[config.mk]
export PLATFORM = sky130hd
export DESIGN_NAME = msos_ram
export DESIGN_NICKNAME = d
export VERILOG_FILES = /design/src/msos_ram.sv
export SDC_FILE = /design/constraint.sdc
export NUM_CORES = 1
export LEC_CHECK = 0
export BUFFER_PORTS_ARGS = -buffer_cell sky130_fd_sc_hd__buf_2
export CORE_MARGIN = 3
export CORE_UTILIZATION = 45
export CTS_BUF_LIST = sky130_fd_sc_hd__clkbuf_16
export DETAILED_ROUTE_END_ITERATION = 16
export GPL_TIMING_DRIVEN = 1
export HOLD_SLACK_MARGIN = 0.06
export PLACE_DENSITY = 0.65
export SETUP_SLACK_MARGIN = 0.4
export SLEW_MARGIN = 20
export SYNTH_ARGS = -nofsm -noshare
export SYNTH_HDL_FRONTEND = slang
export SYNTH_SLANG_ARGS = --single-unit
[constraint.sdc]
create_clock -name clock -period 1.6 [get_ports clock]
set_input_delay 0.08 -clock clock [delete_from_list [all_inputs] [get_ports clock]]
set_output_delay 0.08 -clock clock [all_outputs]
set_load 0.005 [all_outputs]
[src/msos_ram.sv]
// ----------------------------------------------------------------------------
// msos_ram
// Simple dual port synchronous RAM, one write and one registered read port.
// ----------------------------------------------------------------------------
`default_nettype none

module msos_ram #(
   parameter int WIDTH = 8,
   parameter int DEPTH = 16,
   parameter int AW    = $clog2(DEPTH)
) (
   input  wire logic             clock,
   input  wire logic             wr_en,
   input  wire logic [AW-1:0]    wr_addr,
   input  wire logic [WIDTH-1:0] wr_data,
   input  wire logic             rd_en,
   input  wire logic [AW-1:0]    rd_addr,
   output logic      [WIDTH-1:0] rd_data
);

   logic [WIDTH-1:0] mem [DEPTH];

   // write port
   always_ff @(posedge clock) begin
      if (wr_en) begin
         mem[wr_addr] <= wr_data;
      end
   end

   // registered read port
   always_ff @(posedge clock) begin
      if (rd_en) begin
         rd_data <= mem[rd_addr];
      end
   end

endmodule

`default_nettype wire

==> results by group <==
Placement
  • DP HPWL: 6250 microns
  • Port Buffer Count: 26
  • Final Wtd Congestion: 0.729
  • Dpl cells: 411

Worst setup path
  • Setup crit end kind: register
  • Worst Setup Start Kind: register
  • WP buf/inv: 0
  • WS Path Type: register to register
  • Kind of cell adding the most delay to the critical path: multiplexers
  • Crit path DAT: around 1600 ps
  • Worst path cell trace: mux4_2, a22oi_2, nand2_1
  • Slowest-stage cell, CP: mux4_2
  • CP peak stage delay: 470 ps
  • Worst R2R End: rd_data[0]$_DFFE_PP_
  • Critical path fanouts, max: 1
  • Cells on worst reg2reg path: 3
  • Req. time, crit path: 1760 ps
  • Reg2reg setup slack: 180 ps
  • Worst reg2reg startpoint: mem[0][0]$_DFFE_PP_

Synth
  • Adder-Cell Fraction of Synth Area: 0%
  • YS warnings: 0
  • Combinational family with the most area after synthesis: multiplexers
  • Syn_area_per_cell: about 23 sq um
  • Area share of the largest cell type after synthesis: 78.1%
  • Synthesized instance count: 229
  • Area leader, netlist: edfxtp_1
  • Area of the mapped netlist: 5230 sq um
  • Seq/Total Area, Yosys: about four fifths
  • Distinct cells, synth: 18
  • Synthesis-stage register bit count: 136
  • Net Count, Synth: between 200 and 250
  • Synth Area in XOR/XNOR: 0%
  • Synth Area in Compound Gates: approximately 2.3%
  • Ranking of synthesized cells by area: edfxtp_1, mux4_2, mux4_1
  • Mux cell area share after synthesis: 14.8%
  • Simple-gate share of the synthesized area: between 3 and 4%

STA
  • Hold Slack: 70.0 ps
  • Final Hold Fails: 0
  • Unrepaired setup endpoints after global routing: true
  • Clk_skew: 6.66 ps
  • FMAX: just over 0.7 GHz
  • Slew Limit Fails: 0
  • Final Cycle Share: about nine tenths
  • Max-slew headroom: 69.1%
  • Worst-margin pin slew: 464 ps
  • # setup viols final: 0
  • Post-layout minimum cycle time: 1420 ps

Floorplan
  • Boundary Pins: 27
  • Core Box Area: approximately 11,000 sq um
  • Initial core utilization: 47.2%
  • Height of the die: 114 microns
  • Rows: 38
  • Die ar.: 12,900 sq um
  • Die width: 114 microns

Worst hold path
  • Hold Crit Class: input pin to register
  • Hold Path Origin: wr_data[7]
  • Hold worst-path end: mem[10][7]$_DFFE_PP_
  • Worst hold stages: 1

CTS
  • TritonCTS clock tree: done
  • Clock sinks: between 100 and 150
  • Num CTS Buffers: 17
  • Clk_lat worst skew: between 400 and 500 ps
  • CTS Buffer Depth: 2
  • Root Driver: clkbuf_16
  • Worst-path clk slew: 60 ps
  • CTS H-tree lvls: 4

Global routing
  • Met1 Track Usage GR: 22.9%
  • Routing usage on met2: between 20% and 30%
  • GRT Total Usage: 16.8%
  • Gr busiest metal: met2
  • Vias in the first global route: 2,682
  • Largest net degree at the start of global routing: 19
  • Total grt overflow: 0
  • First-pass GRT wire length: 15,400 microns
  • GRT met3 Usage: 4.56%
  • Initial antenna violation count: 0

Routing
  • DRC violations left: 0
  • Routed vias/inst: 5.41
  • Routed length per instance: 21.7 microns
  • TritonRoute pass-1 iters: 4
  • Antenna Violating Nets Remaining: 0
  • Via count: 2,411
  • Iteration-0 DRC count of the detailed router: 180
  • DRT Wirelength: 9690 microns

Power
  • Final Power: 7700 uW
  • Pwr dens: 1230 nW/um^2
  • Static leakage: ~0.0021 uW
  • Worst VDD drop: 616 uV

Final layout
  • N_diodes: 0
  • Most frequent cells in the layout: edfxtp_1, mux4_2, buf_2
  • Fin cells: 446
  • Most common cell after layout, fill and taps aside: edfxtp_1
  • Total Nets Final: 313
  • Synth-to-layout area growth: 19.7%
  • Final Util: 56.5%
  • Fraction of layout instances using a drive strength above 1: 41.2%

Run
  • Max-cap violations: 0

Run status
  • Outcome: finished clean
## per-stage QoR
step                      TNS (ps)  instance area, sq um  worst slack (ps)
after floorplan                  0                  5260               301
after global placement       -98.9                  5690             -59.0
after detailed placement      -202                  5690             -78.1
after CTS                        0                  6250               178
after global routing             0                  6260               128
final                            0                  6260               184
## layout make-up
| cell class | instances | area (sq um) |
|---|---|---|
| clock buffers | 17 | 425 |
| clock inverters | 14 | 70.1 |
| fillers | 830 | 4820 |
| multi-input cells | 83 | 1090 |
| flip-flops and latches | 136 | 4080 |
| well taps | 140 | 175 |
| repair buffers | 56 | 415 |
## sequential cells by signal, indices dropped and copies added, names as in the netlist
name	flops
mem	128
rd_data	8
## cells by family after synthesis
family,Yosys count
buffers and inverters,10
flip-flops,136
AND/OR/NAND/NOR,35
AO/OA/AOI/OAI,16
multiplexers,32
## worst reg2reg max path: stages, from the launching register on
cell	delay (ps)
edfxtp_1	370
mux4_2	470
a22oi_2	260
nand2_1	70
## Yosys cell counts (all sizes together)
master           n
edfxtp         136
mux4            32
a22oi           16
nor2            13
nand2            9
buf              7
nor3             4
clkdlybuf4s25    3
nand2b           2
nand3b           2
and2             1
and2b            1
nand3            1
nor2b            1
or3b             1
## power by group
part           internal, uW  switching (uW)  leakage, uW
clock network          1910            1330     0.000246
registers              4020            22.2      0.00124
logic                   192             222     0.000594
total                  6120            1580      0.00208
## per-layer routing
layer / share of wire [%] / vias up / routed length, microns
met5: 0 / - / 0
met4: 2.3 / 0 / 219
met3: 4.2 / 16 / 410
met2: 49 / 57 / 4720
met1: 45 / 1244 / 4340
li1: - / 1094 / -
## how the worst max path moves through the flow
stage	startpoint	cells past startpoint	to
final	mem[0][0]$_DFFE_PP_	3	rd_data[0]$_DFFE_PP_
after global routing	mem[0][0]$_DFFE_PP_	3	rd_data[0]$_DFFE_PP_
after CTS	mem[0][0]$_DFFE_PP_	3	rd_data[0]$_DFFE_PP_
after detailed placement	rd_addr[0]	5	rd_data[0]$_DFFE_PP_
after global placement	rd_addr[0]	5	rd_data[0]$_DFFE_PP_
after floorplan	rd_addr[0]	5	rd_data[0]$_DFFE_PP_
## repair_timing
item                                    in CTS  in global routing
endpoints found under the setup margin       8                  8
buffers inserted                             0                  0
hold buffers                                 4                  0
endpoints found under the hold margin       56                  0
pin swaps                                    2                  1
gates resized for setup                      9                  5
(Power assumes the default switching activity.)
