## config.mk

```make
export PLATFORM = sky130hd
export DESIGN_NAME = msos_isqrt
export DESIGN_NICKNAME = d
export VERILOG_FILES = /design/src/msos_pkg.sv /design/src/msos_isqrt.sv
export SDC_FILE = /design/constraint.sdc
export NUM_CORES = 1
export LEC_CHECK = 0
export BUFFER_PORTS_ARGS = -buffer_cell sky130_fd_sc_hd__buf_4
export CAP_MARGIN = 20
export CORE_MARGIN = 4
export CORE_UTILIZATION = 45
export CTS_CLUSTER_SIZE = 16
export DETAILED_ROUTE_END_ITERATION = 8
export SYNTH_ARGS = -nofsm -noshare
export SYNTH_HDL_FRONTEND = slang
export SYNTH_SLANG_ARGS = --single-unit
```

## constraint.sdc

```tcl
create_clock -name clock -period 13 [get_ports clock]
set_clock_uncertainty 0.15 [all_clocks]
set_input_delay 1.3 -clock clock [delete_from_list [all_inputs] [get_ports clock]]
set_output_delay 1.3 -clock clock [all_outputs]
set_load 0.01 [all_outputs]
```

## src/msos_pkg.sv

```systemverilog
// ----------------------------------------------------------------------------
// msos_pkg
// Shared constants and types for the seam owner select block: table sizing,
// fixed point widths and the packed image box record.
// ----------------------------------------------------------------------------
`default_nettype none

package msos_pkg;

   // table and field sizing
   localparam int MAX_IMAGES = 16;
   localparam int COORD_BITS = 24;
   localparam int IDX_W      = $clog2(MAX_IMAGES);
   localparam int CNT_W      = $clog2(MAX_IMAGES + 1);
   localparam int IMG_IDX_W  = 4;
   localparam int NUM_IMG_W  = 5;
   localparam int PIX_W      = 16;
   localparam int W_W        = 10;
   localparam int CSR_IDX_W  = 2;
   localparam int CSR_DATA_W = 10;
   localparam int WT_W       = 9;

   // pixel center in Q.4, unsigned
   localparam int CTR_W  = PIX_W + 4;
   // signed compare width of center against box edges
   localparam int CW     = ((COORD_BITS > CTR_W) ? COORD_BITS : CTR_W) + 1;
   // doubled center
   localparam int DC_W   = COORD_BITS + 1;
   // magnitude of doubled center difference
   localparam int MAG_W  = (((CTR_W + 1) > COORD_BITS) ? (CTR_W + 1) : COORD_BITS) + 1;
   localparam int AD_W   = MAG_W + 1;
   localparam int SQ_W   = 2 * MAG_W;
   localparam int DD_W   = SQ_W + 1;
   // square root widths
   localparam int SQI_W  = DD_W + (DD_W % 2);
   localparam int RT_W   = SQI_W / 2;
   // seam distance widths
   localparam int E_W    = CW - 1;
   localparam int DIST_W = (RT_W > E_W) ? RT_W : E_W;
   // feather weight divide
   localparam int QW     = 7;
   localparam int NUM_W  = W_W + QW;

   localparam logic [WT_W-1:0] WT_HALF = WT_W'(128);
   localparam logic [WT_W-1:0] WT_FULL = WT_W'(256);

   // command codes
   localparam logic CMD_LOAD  = 1'b0;
   localparam logic CMD_QUERY = 1'b1;

   // register indexes
   localparam logic [CSR_IDX_W-1:0] CSR_SELECT_MODE    = 2'd0;
   localparam logic [CSR_IDX_W-1:0] CSR_FEATHER_ENABLE = 2'd1;
   localparam logic [CSR_IDX_W-1:0] CSR_FEATHER_WIDTH  = 2'd2;
   localparam logic [CSR_IDX_W-1:0] CSR_NUM_IMAGES     = 2'd3;

   typedef struct packed {
      logic signed [COORD_BITS-1:0] x_min;
      logic signed [COORD_BITS-1:0] x_max;
      logic signed [COORD_BITS-1:0] y_min;
      logic signed [COORD_BITS-1:0] y_max;
      logic signed [DC_W-1:0]       dcx;
      logic signed [DC_W-1:0]       dcy;
   } box_type;

endpackage

`default_nettype wire

```

## src/msos_isqrt.sv

```systemverilog
// ----------------------------------------------------------------------------
// msos_isqrt
// Digit by digit integer square root, one result bit per cycle.
// ----------------------------------------------------------------------------
`default_nettype none

module msos_isqrt (
   input  wire logic                        clock,
   input  wire logic                        reset,
   input  wire logic                        start,
   input  wire logic [msos_pkg::DD_W-1:0]   radicand,
   output logic                             done,
   output logic      [msos_pkg::RT_W-1:0]   root
);
   import msos_pkg::*;

   localparam int STEP_W = $clog2(RT_W + 1);

   logic [SQI_W-1:0]  rad_ff;
   logic [RT_W+1:0]   rem_ff;
   logic [RT_W-1:0]   root_ff;
   logic [STEP_W-1:0] step_ff;
   logic              run_ff;
   logic              done_ff;

   logic [RT_W+1:0]   rem_shift;
   logic [RT_W+1:0]   trial;
   logic              take;

   // one trial subtract per step
   always_comb begin
      rem_shift = {rem_ff[RT_W-1:0], rad_ff[SQI_W-1 -: 2]};
      trial     = {root_ff, 2'b01};
      take      = (rem_shift >= trial);
   end

   always_ff @(posedge clock) begin
      if (reset) begin
         run_ff  <= 1'b0;
         done_ff <= 1'b0;
      end else begin
         done_ff <= 1'b0;
         if (start) begin
            run_ff  <= 1'b1;
            step_ff <= STEP_W'(RT_W);
            rad_ff  <= SQI_W'(radicand);
            rem_ff  <= '0;
            root_ff <= '0;
         end else if (run_ff) begin
            rad_ff  <= {rad_ff[SQI_W-3:0], 2'b00};
            rem_ff  <= take ? (rem_shift - trial) : rem_shift;
            root_ff <= {root_ff[RT_W-2:0], take};
            step_ff <= step_ff - STEP_W'(1);
            if (step_ff == STEP_W'(1)) begin
               run_ff  <= 1'b0;
               done_ff <= 1'b1;
            end
         end
      end
   end

   assign done = done_ff;
   assign root = root_ff;

endmodule

`default_nettype wire

```

==> results_dict.tcl <==
set metrics [dict create \
    syn_inst 502 \
    ant_nets 0 \
    clockBufferDepth 2 \
    die_h_um 124 \
    cap_violations 0 \
    grtUsageTotal_pct 16.0 \
    yosys.area.top_type "edfxtp_1" \
    vias 4029 \
    die_area_sq_um 15400 \
    path_clk_slew_ns 0.08 \
    grt_max_degree 78 \
    synth_area_leaders "edfxtp_1 54%, mux2_2 9.1%, ha_1 6.2%" \
    dp_cells 744 \
    tightest_slew_ns 0.892 \
    critPathArrivalTime_ns 3.09 \
    drtIter0Drc 214 \
    startpoint_type "flip-flop" \
    drv_slew 0 \
    crit_type "flip-flop to flip-flop" \
    maxSlewHeadroom_pct 40.5 \
    async_flop_share_pct 0 \
    n_antenna_cell 0 \
    p_per_area_nw_per_um2 129 \
    hold_class "flip-flop to flip-flop" \
    cts-root-buf "clkbuf_16" \
    firstDrtPassIters 4 \
    ys_types 57 \
    required_ns 12.91 \
    num_rows 42 \
    yosys_register_bits 111 \
    syn_area_per_cell_sq_um 12.1 \
    hp-start "run_ff" \
    clock_sinks 111 \
    finalSetupTns_ns 0 \
    endpoint_kind "flip-flop" \
    fmax_ghz 0.315 \
    cts_tree "yes" \
    ys_warn_count 0 \
    status "complete, no violations" \
    hold_violations 0 \
    dp_hpwl_um 8080 \
    routedWlPerCell_um 15.4 \
    gp_congestion 0.828 \
    final_nets 663 \
    cp_max_fo 14 \
    post-route-min-period_ns 3.18 \
    insertion_delay_ns 0.35 \
    core_sq_um 13200 \
    grt_pass1_wl_um 19500 \
    cts_hold_buf 0 \
    vias_per_cell 5.30 \
    setup_viol 0 \
    cts_max_level 3 \
    numCtsBuffers 9 \
    irDropWorstVdd_uv 87.9 \
    p_leak_uw 0.00285 \
    synth_area_sq_um 6050 \
    area_delta_synth_final_pct 17.6 \
    synth_ff_type "edfxtp_1" \
    drc_errors 0 \
    io-pin-count 81 \
    synth_edf_count 109 \
    drt_wl_total_um 11700 \
    die_x_um 124 \
    finalCritPeriodShare_pct 24.4 \
    reg2reg_from "root[5]" \
    cts_setup_buffers 0 \
    grt.overflow.total 0 \
    antenna_found_initial 0 \
    yosysTopAreaCellShare_pct 54.1 \
    drive_above_1_share_pct 27.2 \
    grt_pass1_vias 4143 \
    nFillCells 1162 \
    whs_ns 0.339 \
    seq_area_frac_synth_pct 54.7 \
    numPortBuffers 80 \
    fin_cells 760 \
    crit_start "root[5]" \
    syn-num-nets 586 \
    rsz0062_at_grt "false" \
    cts_resized 0 \
    start_util_pct 45.9 \
]
[cell type report]
type,count,area [sq um],area share [%]
clock buffer,9,225,3.16
clock inverter,7,83.8,1.18
inverter,42,158,2.21
multi-input combinational,332,2490,35.1
sequential,111,3310,46.5
tap,176,220,3.09
timing repair buffer,83,623,8.75
[critical path, cell delays in order, from the launching register on]
cell and delay (ns):
edfxtp_1 0.36, inv_1 0.07, ha_1 0.38, a211o_1 0.33
a211oi_2 0.25, o211ai_1 0.20, o31ai_4 0.30, o211ai_2 0.14
nand2_1 0.46, or3b_1 0.20, a21oi_1 0.06
[per-stage QoR]
| step | setup WS [ns] | cell area [sq um] | util (%) | total power [uW] |
|---|---|---|---|---|
| 4_1_cts | 9.81 | 7120 | 54.0 | 928 |
| 5_1_grt | 9.59 | 7120 | 54.0 | 968 |
| 6_report | 9.82 | 7120 | 54.0 | 918 |
| 2_1_floorplan | 6.07 | 6050 | - | 594 |
| 3_3_place_gp | 9.74 | 6810 | 51.6 | 637 |
| 3_5_place_dp | 9.71 | 6810 | 51.6 | 640 |
[sequential cells by signal (all words and copies together), names as in the netlist]
| name | count |
|---|---|
| step_ff | 5 |
| run_ff | 1 |
| rad_ff | 52 |
| done | 1 |
| root | 26 |
| rem_ff | 26 |
[placed cells by master, fill, tap and decap left out, types with 2 or more instances in the layout]
cell type and count:
and2_1 3, nand3b_1 3, a21o_1 11, xnor2_1 13
xor2_1 5, or4_1 3, buf_4 83, and3_1 2
a21oi_1 20, mux2i_1 17, nand3_1 10, edfxtp_1 109
a31oi_1 3, dfxtp_1 2, nand2_1 16, nor2_1 68
inv_1 42, o21ai_0 15, clkinvlp_4 2, ha_1 30
o211ai_1 4, or3_1 5, nor3_1 8, a211oi_2 2
o311ai_0 2, o21bai_1 2, a21boi_0 3, o21a_1 4
clkbuf_16 9, nand2b_1 3, mux2_2 49, nand4_1 7
[logic make-up after synthesis]
kind of cell	count (synthesis)	share of synthesized area, %
muxes	66	11.9
AOI/OAI and AO/OA	79	9.26
DFF	111	54.7
buffers and inverters	59	4.20
and+or+nand+nor	139	11.1
xor gates and xnor gates	18	2.60
adders and majority gates	30	6.20
[Yosys cell counts (4+ instances only)]
cell type  number
nand4_1         7
nand3_1        10
ha_1           30
nand2_1        16
xor2_1          5
a21oi_1        20
edfxtp_1      109
clkbuf_1       10
nor2_1         69
o211ai_1        4
inv_1          42
mux2i_1        17
xnor2_1        13
o21a_1          4
a21o_1         11
nor3_1          8
or3_1           5
o21ai_0        15
mux2_2         49
[worst paths after layout]
kind	end	slack, ns	depth (start not counted)
max reg2reg	rem_ff[8]	9.82	10
min	done	0.34	1
max	rem_ff[8]	9.82	10
min reg2reg	done	0.34	1
[power breakdown]
group / internal (uW) / leakage [uW] / total [uW] / switching (uW)
clock: 152 / 0.000145 / 286 / 134
combinational: 88.0 / 0.00163 / 195 / 107
sequential: 427 / 0.00107 / 437 / 10.6
total: 667 / 0.00285 / 918 / 251
[per-layer routing]
metal | track usage [%] | part of all wire (%) | vias up
li1 | - | - | 1992
met1 | 20.5 | 45 | 1936
met2 | 26.2 | 48 | 90
met3 | 5.00 | 5.3 | 11
met4 | 4.59 | 1.3 | 0
met5 | 0 | 0 | -
(Power assumes the default switching activity.)
